[src/hdl/alcs_pkg.sv]
// ----------------------------------------------------------------------------
// alcs_pkg
// Shared types, constants and helpers of the addressable LED chain sender.
// ----------------------------------------------------------------------------
package alcs_pkg;

  localparam int BITS_PER_LED = 24;
  localparam int CHAIN_COUNT  = 2;
  localparam int COLOR_W      = 24;
  localparam int TICK_W       = 8;
  localparam int BIT_POS_W    = $clog2(BITS_PER_LED);
  localparam int BIT_CNT_W    = $clog2(BITS_PER_LED + 1);
  localparam int APB_ADDR_W   = 5;
  localparam int APB_DATA_W   = 32;
  localparam int REG_IDX_W    = 3;

  localparam logic [TICK_W-1:0] ONE_HIGH_RESET  = 8'd16;
  localparam logic [TICK_W-1:0] ONE_LOW_RESET   = 8'd9;
  localparam logic [TICK_W-1:0] ZERO_HIGH_RESET = 8'd8;
  localparam logic [TICK_W-1:0] ZERO_LOW_RESET  = 8'd17;
  localparam logic [TICK_W-1:0] REPEAT_RESET    = 8'd6;

  localparam logic [COLOR_W-1:0] RED_MASK   = 24'hFF0000;
  localparam logic [COLOR_W-1:0] GREEN_MASK = 24'h00FF00;
  localparam logic [COLOR_W-1:0] BLUE_MASK  = 24'h0000FF;

  typedef enum logic [1:0] {
    CMD_SET  = 2'd0,
    CMD_PUSH = 2'd1,
    CMD_TICK = 2'd2,
    CMD_NOP  = 2'd3
  } cmd_t;

  typedef enum logic [REG_IDX_W-1:0] {
    REG_ONE_HIGH  = 3'd0,
    REG_ONE_LOW   = 3'd1,
    REG_ZERO_HIGH = 3'd2,
    REG_ZERO_LOW  = 3'd3,
    REG_REPEAT    = 3'd4
  } reg_idx_t;

  typedef struct packed {
    logic [TICK_W-1:0] one_high_ticks;
    logic [TICK_W-1:0] one_low_ticks;
    logic [TICK_W-1:0] zero_high_ticks;
    logic [TICK_W-1:0] zero_low_ticks;
    logic [TICK_W-1:0] repeat_count;
  } timing_cfg_t;

  typedef struct packed {
    cmd_t               cmd;
    logic               channel_index;
    logic [COLOR_W-1:0] color_rgb;
  } led_item_t;

  typedef struct packed {
    logic busy_res;
    logic pin_one;
    logic pin_zero;
  } led_result_t;

  // a programmed count of zero behaves as one
  function automatic logic [TICK_W-1:0] at_least_one(input logic [TICK_W-1:0] v);
    return (v == '0) ? TICK_W'(1) : v;
  endfunction

  function automatic logic [COLOR_W-1:0] rgb_to_grb(input logic [COLOR_W-1:0] rgb);
    return ((rgb & GREEN_MASK) << 8) | ((rgb & RED_MASK) >> 8) | (rgb & BLUE_MASK);
  endfunction

endpackage

[src/hdl/alcs_cfg_regs.sv]
// ----------------------------------------------------------------------------
// alcs_cfg_regs
// APB register file holding the pulse timing and repeat count.
// ----------------------------------------------------------------------------
module alcs_cfg_regs import alcs_pkg::*; (
  input  logic                  clk,
  input  logic                  rst,
  input  logic                  psel,
  input  logic                  penable,
  input  logic                  pwrite,
  input  logic [APB_ADDR_W-1:0] paddr,
  input  logic [APB_DATA_W-1:0] pwdata,
  output logic [APB_DATA_W-1:0] prdata,
  output logic                  pready,
  output timing_cfg_t           cfg
);

  logic     wr_en;
  reg_idx_t reg_idx;

  assign pready  = 1'b1;
  assign wr_en   = psel && penable && pwrite && pready;
  assign reg_idx = reg_idx_t'(paddr[APB_ADDR_W-1:2]);

  always_ff @(posedge clk) begin
    if (rst) begin
      cfg.one_high_ticks  <= ONE_HIGH_RESET;
      cfg.one_low_ticks   <= ONE_LOW_RESET;
      cfg.zero_high_ticks <= ZERO_HIGH_RESET;
      cfg.zero_low_ticks  <= ZERO_LOW_RESET;
      cfg.repeat_count    <= REPEAT_RESET;
    end else if (wr_en) begin
      unique case (reg_idx)
        REG_ONE_HIGH:  cfg.one_high_ticks  <= pwdata[TICK_W-1:0];
        REG_ONE_LOW:   cfg.one_low_ticks   <= pwdata[TICK_W-1:0];
        REG_ZERO_HIGH: cfg.zero_high_ticks <= pwdata[TICK_W-1:0];
        REG_ZERO_LOW:  cfg.zero_low_ticks  <= pwdata[TICK_W-1:0];
        REG_REPEAT:    cfg.repeat_count    <= pwdata[TICK_W-1:0];
        default: ;
      endcase
    end
  end

  always_comb begin
    unique case (reg_idx)
      REG_ONE_HIGH:  prdata = APB_DATA_W'(cfg.one_high_ticks);
      REG_ONE_LOW:   prdata = APB_DATA_W'(cfg.one_low_ticks);
      REG_ZERO_HIGH: prdata = APB_DATA_W'(cfg.zero_high_ticks);
      REG_ZERO_LOW:  prdata = APB_DATA_W'(cfg.zero_low_ticks);
      REG_REPEAT:    prdata = APB_DATA_W'(cfg.repeat_count);
      default:       prdata = '0;
    endcase
  end

endmodule

[src/hdl/alcs_engine.sv]
// ----------------------------------------------------------------------------
// alcs_engine
// Frame state and waveform update; one command applied per enabled cycle.
// ----------------------------------------------------------------------------
module alcs_engine import alcs_pkg::*; (
  input  logic        clk,
  input  logic        rst,
  input  logic        fire,
  input  led_item_t   item,
  input  timing_cfg_t cfg,
  output led_result_t res
);

  logic [COLOR_W-1:0]   chain_colours [CHAIN_COUNT];
  logic                 sending;
  logic                 current_chain;
  logic [TICK_W-1:0]    repeats_left;
  logic [BIT_POS_W-1:0] bit_position;
  logic                 in_low_phase;
  logic [TICK_W-1:0]    phase_ticks_left;
  logic [COLOR_W-1:0]   shift_word;

  logic                 sending_next;
  logic                 current_chain_next;
  logic [TICK_W-1:0]    repeats_left_next;
  logic [BIT_POS_W-1:0] bit_position_next;
  logic                 in_low_phase_next;
  logic [TICK_W-1:0]    phase_ticks_left_next;
  logic [COLOR_W-1:0]   shift_word_next;
  logic                 colour_we;

  logic [TICK_W-1:0]    ticks_dec;
  logic [TICK_W-1:0]    repeats_dec;
  logic [COLOR_W-1:0]   shifted;
  logic [BIT_CNT_W-1:0] bit_inc;
  logic [COLOR_W-1:0]   cur_colour;
  logic [COLOR_W-1:0]   last_colour;

  function automatic logic [TICK_W-1:0] high_ticks(input logic b, input timing_cfg_t c);
    return at_least_one(b ? c.one_high_ticks : c.zero_high_ticks);
  endfunction

  function automatic logic [TICK_W-1:0] low_ticks(input logic b, input timing_cfg_t c);
    return at_least_one(b ? c.one_low_ticks : c.zero_low_ticks);
  endfunction

  assign ticks_dec   = phase_ticks_left - TICK_W'(1);
  assign repeats_dec = repeats_left - TICK_W'(1);
  assign shifted     = shift_word << 1;
  assign bit_inc     = BIT_CNT_W'(bit_position) + BIT_CNT_W'(1);
  assign cur_colour  = current_chain ? chain_colours[CHAIN_COUNT-1] : chain_colours[0];
  assign last_colour = chain_colours[CHAIN_COUNT-1];

  always_comb begin
    sending_next          = sending;
    current_chain_next    = current_chain;
    repeats_left_next     = repeats_left;
    bit_position_next     = bit_position;
    in_low_phase_next     = in_low_phase;
    phase_ticks_left_next = phase_ticks_left;
    shift_word_next       = shift_word;
    colour_we             = 1'b0;

    unique case (item.cmd)
      CMD_SET: begin
        colour_we = !sending && ((CHAIN_COUNT > 1) || !item.channel_index);
      end
      CMD_PUSH: begin
        if (!sending) begin
          sending_next          = 1'b1;
          current_chain_next    = 1'b0;
          repeats_left_next     = at_least_one(cfg.repeat_count);
          bit_position_next     = '0;
          shift_word_next       = chain_colours[0];
          in_low_phase_next     = 1'b0;
          phase_ticks_left_next = high_ticks(chain_colours[0][COLOR_W-1], cfg);
        end
      end
      CMD_TICK: begin
        if (sending) begin
          if (ticks_dec != '0) begin
            phase_ticks_left_next = ticks_dec;
          end else if (!in_low_phase) begin
            in_low_phase_next     = 1'b1;
            phase_ticks_left_next = low_ticks(shift_word[COLOR_W-1], cfg);
          end else if (bit_inc < BIT_CNT_W'(BITS_PER_LED)) begin
            // next bit of the same LED word
            shift_word_next       = shifted;
            bit_position_next     = bit_inc[BIT_POS_W-1:0];
            in_low_phase_next     = 1'b0;
            phase_ticks_left_next = high_ticks(shifted[COLOR_W-1], cfg);
          end else if (repeats_dec != '0) begin
            // next LED of the same chain
            bit_position_next     = '0;
            repeats_left_next     = repeats_dec;
            shift_word_next       = cur_colour;
            in_low_phase_next     = 1'b0;
            phase_ticks_left_next = high_ticks(cur_colour[COLOR_W-1], cfg);
          end else if (!current_chain && (CHAIN_COUNT > 1)) begin
            // move on to the second chain
            bit_position_next     = '0;
            current_chain_next    = 1'b1;
            repeats_left_next     = at_least_one(cfg.repeat_count);
            shift_word_next       = last_colour;
            in_low_phase_next     = 1'b0;
            phase_ticks_left_next = high_ticks(last_colour[COLOR_W-1], cfg);
          end else begin
            // frame done
            bit_position_next     = '0;
            repeats_left_next     = repeats_dec;
            sending_next          = 1'b0;
            current_chain_next    = 1'b0;
            in_low_phase_next     = 1'b0;
            phase_ticks_left_next = '0;
            shift_word_next       = '0;
          end
        end
      end
      default: ;
    endcase
  end

  always_comb begin
    res.busy_res = sending_next;
    res.pin_zero = sending_next && !in_low_phase_next && !current_chain_next;
    res.pin_one  = sending_next && !in_low_phase_next && current_chain_next;
  end

  always_ff @(posedge clk) begin
    if (rst) begin
      for (int i = 0; i < CHAIN_COUNT; i++) begin
        chain_colours[i] <= '0;
      end
      sending          <= 1'b0;
      current_chain    <= 1'b0;
      repeats_left     <= '0;
      bit_position     <= '0;
      in_low_phase     <= 1'b0;
      phase_ticks_left <= '0;
      shift_word       <= '0;
    end else if (fire) begin
      if (colour_we) begin
        chain_colours[item.channel_index] <= rgb_to_grb(item.color_rgb);
      end
      sending          <= sending_next;
      current_chain    <= current_chain_next;
      repeats_left     <= repeats_left_next;
      bit_position     <= bit_position_next;
      in_low_phase     <= in_low_phase_next;
      phase_ticks_left <= phase_ticks_left_next;
      shift_word       <= shift_word_next;
    end
  end

endmodule

[src/hdl/addressable_led_chain_sender.sv]
// ----------------------------------------------------------------------------
// addressable_led_chain_sender
// Two-chain one-wire RGB LED driver with stream command input and APB setup.
// ----------------------------------------------------------------------------
// Every transaction on the slave stream is a command: set a chain colour,
// start a frame, or advance the waveform by one tick. Every command yields
// exactly one master transaction with both data line levels and the busy flag
// as they stand after that command. The block sustains one transaction per
// clock while the result receiver keeps up; a result passes through the input
// register, then the output register, loaded together with the state update.
// The only loop is the frame state register with combinational next state, so
// back-to-back ticks run at full rate. Set and push are dropped while a frame
// is being sent. Timing and repeat registers are read live when a phase or a
// chain starts and should be written while the stream is idle.
module addressable_led_chain_sender import alcs_pkg::*; (
  input  logic                  clk,
  input  logic                  rst,
  // command stream
  input  logic                  s_tvalid,
  output logic                  s_tready,
  input  logic [23:0]           s_tdata,   // [23:0] color_rgb
  input  logic [2:0]            s_tuser,   // [1:0] cmd, [2] channel_index
  // result stream
  output logic                  m_tvalid,
  input  logic                  m_tready,
  output logic [7:0]            m_tdata,   // [0] pin_zero, [1] pin_one, [2] busy_res
  // configuration
  input  logic                  psel,
  input  logic                  penable,
  input  logic                  pwrite,
  input  logic [APB_ADDR_W-1:0] paddr,
  input  logic [APB_DATA_W-1:0] pwdata,
  output logic [APB_DATA_W-1:0] prdata,
  output logic                  pready
);

  timing_cfg_t cfg;
  led_item_t   in_item;
  logic        in_valid;
  logic        advance;
  logic        s_accept;
  led_result_t res;
  led_result_t out_res;

  // command moves into the engine whenever the output register has room
  assign advance  = in_valid && (!m_tvalid || m_tready);
  assign s_tready = !in_valid || advance;
  assign s_accept = s_tvalid && s_tready;

  // input register
  always_ff @(posedge clk) begin
    if (rst) begin
      in_valid <= 1'b0;
    end else if (s_accept) begin
      in_valid <= 1'b1;
    end else if (advance) begin
      in_valid <= 1'b0;
    end
  end

  always_ff @(posedge clk) begin
    if (s_accept) begin
      in_item.cmd           <= cmd_t'(s_tuser[1:0]);
      in_item.channel_index <= s_tuser[2];
      in_item.color_rgb     <= s_tdata[COLOR_W-1:0];
    end
  end

  alcs_cfg_regs u_cfg (
    .clk     (clk),
    .rst     (rst),
    .psel    (psel),
    .penable (penable),
    .pwrite  (pwrite),
    .paddr   (paddr),
    .pwdata  (pwdata),
    .prdata  (prdata),
    .pready  (pready),
    .cfg     (cfg)
  );

  alcs_engine u_engine (
    .clk  (clk),
    .rst  (rst),
    .fire (advance),
    .item (in_item),
    .cfg  (cfg),
    .res  (res)
  );

  // output register
  always_ff @(posedge clk) begin
    if (rst) begin
      m_tvalid <= 1'b0;
    end else if (advance) begin
      m_tvalid <= 1'b1;
    end else if (m_tready) begin
      m_tvalid <= 1'b0;
    end
  end

  always_ff @(posedge clk) begin
    if (advance) begin
      out_res <= res;
    end
  end

  assign m_tdata = {5'b0, out_res};

  // only one chain line may be driven high at a time
  a_one_pin_high: assert property (@(posedge clk) disable iff (rst)
    m_tvalid |-> !(m_tdata[0] && m_tdata[1]))
    else $error("both chain lines high");

  // a high line only during a frame
  a_high_needs_busy: assert property (@(posedge clk) disable iff (rst)
    (m_tvalid && (m_tdata[0] || m_tdata[1])) |-> m_tdata[2])
    else $error("line high while not busy");

  // a held command stays in the input register while the output is stalled
  a_in_hold: assert property (@(posedge clk) disable iff (rst)
    (in_valid && !advance) |=> (in_valid && $stable(in_item)))
    else $error("input register lost a pending command");

  // the engine only steps when the output register can take the result
  a_no_overwrite: assert property (@(posedge clk) disable iff (rst)
    (m_tvalid && !m_tready) |-> !advance)
    else $error("result register overwritten");

endmodule

[config.mk]
export PLATFORM = sky130hd
export DESIGN_NAME = addressable_led_chain_sender
export DESIGN_NICKNAME = d
export VERILOG_FILES = /design/src/hdl/alcs_pkg.sv /design/src/hdl/alcs_cfg_regs.sv /design/src/hdl/alcs_engine.sv /design/src/hdl/addressable_led_chain_sender.sv
export SDC_FILE = /design/constraint.sdc
export NUM_CORES = 1
export LEC_CHECK = 0
export BUFFER_PORTS_ARGS = -buffer_cell sky130_fd_sc_hd__buf_2
export CAP_MARGIN = 20
export CORE_MARGIN = 1.5
export CORE_UTILIZATION = 40
export CTS_BUF_LIST = sky130_fd_sc_hd__clkbuf_2
export CTS_CLUSTER_SIZE = 12
export DETAILED_ROUTE_END_ITERATION = 6
export GPL_TIMING_DRIVEN = 1
export PLACE_DENSITY = 0.72
export SYNTH_ARGS = -nofsm -noshare
export SYNTH_HDL_FRONTEND = slang
export SYNTH_SLANG_ARGS = --single-unit
[constraint.sdc]
create_clock -name clk -period 3 [get_ports clk]
set_input_delay 0.15 -clock clk [delete_from_list [all_inputs] [get_ports clk]]
set_output_delay 0.15 -clock clk [all_outputs]
set_load 0.05 [all_outputs]
==> results of run 1 <==
-- kinds of logic (layout without fill, tap and decap cells) --
group,after synthesis,count (layout),synth area share
and+or+nand+nor,302,302,0.179
AOI/OAI and AO/OA,257,257,0.185
DFF,168,168,0.434
buffers and inverters,147,217,0.0714
muxes,100,100,0.111
adders and majority gates,9,9,0.0118
xor gates and xnor gates,8,8,0.00734
other,2,31,0.000786
-- sequential cells by signal, summed over array words and instances, names as in the netlist --
| signal | count |
|---|---|
| u_cfg.cfg | 40 |
| u_engine.chain_colours | 48 |
| m_tdata | 3 |
| m_tvalid | 1 |
| u_engine.in_low_phase | 1 |
| u_engine.phase_ticks_left | 8 |
| in_valid | 1 |
| u_engine.sending | 1 |
| u_engine.current_chain | 1 |
| in_item | 27 |
| u_engine.repeats_left | 8 |
| u_engine.bit_position | 5 |
| u_engine.shift_word | 24 |
-- repair_timing --
item                      CTS  global route
hold endpoints to repair   81             1
setup buffers               0             0
hold buffers               49             1
-- placed cells by master (no fill, tap or decap), types with 30 or more instances in the layout --
| cell | count |
|---|---|
| a21oi_1 | 63 |
| a211oi_1 | 33 |
| o21ai_0 | 30 |
| mux2_2 | 39 |
| nand2_1 | 48 |
| dlygate4sd3_1 | 50 |
| buf_2 | 57 |
| conb_1 | 30 |
| mux2i_1 | 60 |
| buf_4 | 35 |
| and2_1 | 51 |
| inv_1 | 38 |
| nor2_1 | 59 |
| edfxtp_1 | 78 |
| dfxtp_1 | 90 |
-- power by group through the flow --
| stage | Sequential [W] | Combinational [W] | Clock (W) |
|---|---|---|---|
| floorplan | 0.00256 | 0.000424 | 0 |
| global placement | 0.00257 | 0.000530 | 0 |
| detailed placement | 0.00258 | 0.000538 | 0 |
| CTS | 0.00253 | 0.000586 | 0.00123 |
| global route | 0.00254 | 0.000643 | 0.00131 |
| finish | 0.00253 | 0.000596 | 0.00120 |
-- cell type report --
| cell class | count | area share |
|---|---|---|
| multi-input cells | 706 | 0.447 |
| repair buffers | 143 | 0.0986 |
| flip-flops and latches | 168 | 0.382 |
| inverters | 42 | 0.0145 |
| diodes | 1 | 0.000231 |
| well taps | 319 | 0.0368 |
| clock buffers | 18 | 0.00831 |
| clock inverters | 14 | 0.0125 |
-- worst paths after layout --
| kind | from | end | cells past startpoint | slack [ns] |
|---|---|---|---|---|
| max | u_engine.phase_ticks_left[0] | u_engine.bit_position[2] | 7 | 0.16 |
| min | s_tdata[7] | in_item[7] | 2 | 0.05 |
| max reg2reg | u_engine.phase_ticks_left[0] | u_engine.bit_position[2] | 7 | 0.16 |
| min reg2reg | u_engine.shift_word[1] | u_engine.shift_word[1] | 2 | 0.50 |
-- worst reg2reg max path, stage by stage, from the launching register on --
cell,delay (ns)
dfxtp_1,0.51
inv_1,0.10
ha_1,0.30
xnor2_1,0.21
and4_1,0.52
a31oi_4,0.40
or4_1,0.60
a21oi_1,0.16
-- metal layers --
layer,wire (um),global-route usage,vias up
met1,10700,0.263,3920
met2,11900,0.338,319
li1,-,-,3858
met3,1560,0.0391,48
met5,0,0,-
met4,514,0.0714,0
-- stage by stage --
stage / setup slack [ns] / instances / power (W)
floorplan: 0.476 / 1021 / 0.00298
global placement: 0.333 / 1328 / 0.00310
detailed placement: 0.282 / 1328 / 0.00311
CTS: 0.225 / 1409 / 0.00434
global route: 0.00205 / 1411 / 0.00449
finish: 0.157 / 1411 / 0.00433
==> metrics.cfg, run 1 <==
[status]
status = finished, final reports clean

[timing]
setup_tns_ns = 0
hold_viol_final = 0
period_share = 0.948
setup_viol = 0
worst_pin_slew_ns = 0.883
hold_slack_ns = 0.0542
fin_skew_ns = 0.0651
fin_crit_ns = 2.84
fmax_mhz = 352
slew_headroom = 0.409
slew_viol_final = 0
rsz0062_at_grt = no

[clocking]
cts_buffers = 17
clkSlewWorstSetupHoldPaths_ns = 0.31
cts_max_level = 4
cts_resized = 0
cts_tree = done
clockRootBuffer = clkbuf_2
clock_sinks = 168
insertion_delay_ns = 0.79
cts_buffer_depth = 2

[yosys]
yosysSeqAreaShare = 0.434
ys_async_sr_fraction = 0
ys_seq_elements = 168
yosysWarningCount = 0
synth.area.top_cells = edfxtp_1 (25%), dfxtp_1 (19%), mux2i_1 (6.3%)
synthTopCellsByCount = dfxtp_1 (90), edfxtp_1 (78), a21oi_1 (63)
yosysTopAreaCell = edfxtp_1
avgSynthCellArea_um2 = 9.62
netlist_instances = 993
ys.flop_type = dfxtp_1
syn-cell-area_um2 = 9550
synth.most_common_cell = dfxtp_1
synth.distinct_cells = 79
yosysTopAreaCellShare = 0.245
synth_edf_count = 78

[detailed_routing]
vias = 8145
drtIter0Drc = 572
final_antenna_net_count = 0
wl_per_cell_um = 17.5
drtPass1Iterations = 5
drcViolationCount = 0
routed_via_density = 5.77
wl_um = 24700

[cells_and_area]
fin_util = 0.462
num-fill-cells = 2219
area_delta_synth_final_pct = 13.5
fin_nets = 1158
drive_gt1_frac = 0.169
seqCellArea_um2 = 4140
post-route-cell-area_um2 = 10800
multi_input_comb_area_um2 = 4840

[global_route]
grt_pass1_wl_um = 39900
grt_overflow = 0
antenna_found_initial = 1
grt_pass1_vias = 7733
grt_max_degree = 47
grt_usage = 0.203

[floorplanning]
initial_utilization = 0.407
fp.dieH_um = 158
fp-row-count = 56
core_area_um2 = 23500
die_w_um = 158
die_area_um2 = 24800
io_pins = 114

[critical_path]
crit_slowest_cell = or4_1
cp_cell_sequence = inv_1 -> ha_1 -> xnor2_1 -> and4_1 -> a31oi_4 -> or4_1 -> a21oi_1
slowest_delay_ns = 0.60
start_kind = register
critPathBufInv = 1
crit_path_end_kind = register
critPathKind = register to register
cp.required_ns = 3.68
path_max_fanout = 30
cp.arrival_ns = 3.53
path_delay_family = simple AND/OR/NAND/NOR gates

[power]
intPower_w = 0.00294
p_comb_frac = 0.138
vdd_drop_max_mv = 0.367
switching_power_w = 0.00139
p_per_area_nw_per_um2 = 400
p_leak_nw = 4.04
p_clk_frac = 0.278
pwr-share-seq = 0.584
switching_share = 0.320

[place]
dp_hpwl_um = 16200
place_congestion = 0.951
dpl_cell_area_um2 = 10100
io_buffer_count = 57

[worst_hold_path]
min_path_type = input port to register

[flow_run]
drv_cap = 0

Power figures use the tool's default switching activity.
==> inputs of run 2 (changes only) <==
- PLACE_DENSITY: 0.72 -> 0.69
- clock period: 3 -> 2.9 ns (I/O delays scaled with it)
==> metrics.cfg, run 2 (same netlist as run 1, synthesis figures left out) <==
[status]
status = finished, final reports clean  ; unchanged

[cells_and_area]
top_regs = u_engine.chain_colours x48, u_cfg.cfg x40, in_item x27  ; unchanged
drive_gt1_frac = 0.178  ; was 0.169
final_common_cell = dfxtp_1  ; unchanged
layout_common_cells = dfxtp_1 (90), edfxtp_1 (78), a21oi_1 (63), mux2i_1 (60), nor2_1 (59)  ; unchanged
seqCellArea_um2 = 4140  ; unchanged
num-fill-cells = 2251  ; was 2219
fin_nets = 1164  ; was 1158
final_cells = 1417  ; was 1411
top_register = u_engine.chain_colours  ; unchanged
area_delta_synth_final_pct = 14.6  ; was 13.5%
multi_input_comb_area_um2 = 4890  ; was 4840 um^2
largest_reg_flops = 48  ; unchanged

[critical_path]
cp.arrival_ns = 3.42  ; was 3.53 ns
r2r_slack_ns = 0.21  ; was 0.16 ns
slowest_delay_ns = 0.58  ; was 0.60 ns
start_kind = register  ; unchanged
cp.required_ns = 3.63  ; was 3.68 ns
critPathKind = register to register  ; unchanged
crit_slowest_cell = or4_1  ; unchanged
path_max_fanout = 15  ; was 30
crit_path_end_kind = register  ; unchanged
cp_cell_sequence = inv_1 -> ha_1 -> xnor2_1 -> and4_2 -> a31oi_2 -> or4_1 -> a21oi_1  ; was inv_1 -> ha_1 -> xnor2_1 -> and4_1 -> a31oi_4 -> or4_1 -> a21oi_1

[place]
dpl.cell_count = 1331  ; was 1328
place_congestion = 0.894  ; was 0.951
dp_hpwl_um = 16500  ; was 16200 um
io_buffer_count = 57  ; unchanged

[detailed_routing]
drtPass1Iterations = 6  ; was 5
routed_via_density = 5.78  ; was 5.77
drtIter0Drc = 650  ; was 572
drcViolationCount = 0  ; unchanged
final_antenna_net_count = 0  ; unchanged
wl_per_cell_um = 18.2  ; was 17.5 um
wl_um = 25800  ; was 24700 um
vias = 8187  ; was 8145

[clocking]
insertion_delay_ns = 0.79  ; about the same
cts_tree = done  ; unchanged
cts_buffer_depth = 2  ; unchanged
clock_sinks = 168  ; unchanged
cts_buffers = 17  ; unchanged
clockRootBuffer = clkbuf_2  ; unchanged
clkSlewWorstSetupHoldPaths_ns = 0.29  ; was 0.31 ns
cts_max_level = 4  ; unchanged

[flow_run]
drv_cap = 0  ; unchanged

[timing]
period_share = 0.927  ; was 0.948
fmax_mhz = 372  ; was 352 MHz
fin_crit_ns = 2.69  ; was 2.84 ns
slew_viol_final = 0  ; unchanged
setup_tns_ns = 0  ; unchanged
setup_viol = 0  ; unchanged
rsz0062_at_grt = no  ; unchanged
slew_headroom = 0.400  ; was 0.409
fin_skew_ns = 0.0580  ; was 0.0651 ns
hold_viol_final = 0  ; unchanged
worst_pin_slew_ns = 0.896  ; was 0.883 ns

[floorplanning]
fp-row-count = 56  ; unchanged
fp.dieH_um = 158  ; unchanged
initial_utilization = 0.407  ; unchanged
die_w_um = 158  ; unchanged
io_pins = 114  ; unchanged
core_area_um2 = 23500  ; unchanged
die_area_um2 = 24800  ; unchanged

[global_route]
grt_pass1_wl_um = 40600  ; was 39900 um
grt_max_degree = 77  ; was 47
grt_overflow = 0  ; unchanged
grt_usage = 0.209  ; was 0.203
grt_pass1_vias = 7787  ; was 7733
antenna_found_initial = 1  ; unchanged

[worst_hold_path]
min_path_type = input port to register  ; unchanged

[power]
p_total_w = 0.00454  ; was 0.00433 W
p_leak_nw = 4.09  ; was 4.04 nW
p_per_area_nw_per_um2 = 415  ; was 400 nW/um^2
vdd_drop_max_mv = 0.304  ; was 0.367 mV

[run 2: changes by cell type in the layout (fill, tap and decap cells not counted), sizes merged]
cell and change:
a31oi +1, clkinvlp +2, dlygate4sd3 +2, inv -1, clkbuf -1, buf +3
[run 2: worst max-delay path, delay by kind of cell, from the launching register on]
kind,cells,cell delay (ns)
adder cells (fa/ha/maj),1,0.31
flip-flops,1,0.52
buffers and inverters,1,0.09
XOR/XNOR,1,0.21
AND/OR/NAND/NOR,2,1.04
AO/OA/AOI/OAI,2,0.48
[run 2: final timing paths]
kind                                            endpoint  depth (start not counted)                         start
worst max-delay path            u_engine.bit_position[2]                          7  u_engine.phase_ticks_left[0]
worst min-delay path                         in_item[24]                          2                    s_tuser[2]
worst max register to register  u_engine.bit_position[2]                          7  u_engine.phase_ticks_left[0]
worst min register to register   u_engine.shift_word[14]                          2       u_engine.shift_word[14]
[run 2: cell type report]
| cell class | count | share of cell area |
|---|---|---|
| Multi-Input combinational cell | 707 | 0.447 |
| Sequential cell | 168 | 0.379 |
| Tap cell | 319 | 0.0365 |
| Timing Repair Buffer | 148 | 0.102 |
| Clock inverter | 15 | 0.0142 |
| Clock buffer | 17 | 0.00777 |
| Antenna cell | 1 | 0.000229 |
| Inverter | 42 | 0.0144 |
[run 2: repair_timing]
item | CTS | global route
setup buffers | 0 | 0
hold endpoints to repair | 89 | 0
hold buffers | 52 | 0
endpoints found under the setup margin | 0 | 23
gates resized for setup | 0 | 8
[run 2: power by group]
group | switching (W) | internal, W
clock | 0.00101 | 0.000282
sequential | 0.0000581 | 0.00256
combinational | 0.000411 | 0.000219
[run 2: through the flow]
step	setup WS, ns	hold WS, ns	util	cell area (um^2)
2_1_floorplan	0.376	0.244	-	9650
3_3_place_gp	0.236	0.321	0.432	10100
3_5_place_dp	0.155	0.323	0.432	10100
4_1_cts	0.116	0.00920	0.464	10900
5_1_grt	0.00924	0.0272	0.466	10900
6_report	0.210	0.0611	0.466	10900
[run 2: layer usage]
metal / GRT usage / wire length, um
met1: 0.264 / 11000
met4: 0.0705 / 642
met5: 0 / 0
met2: 0.356 / 12500
met3: 0.0416 / 1600
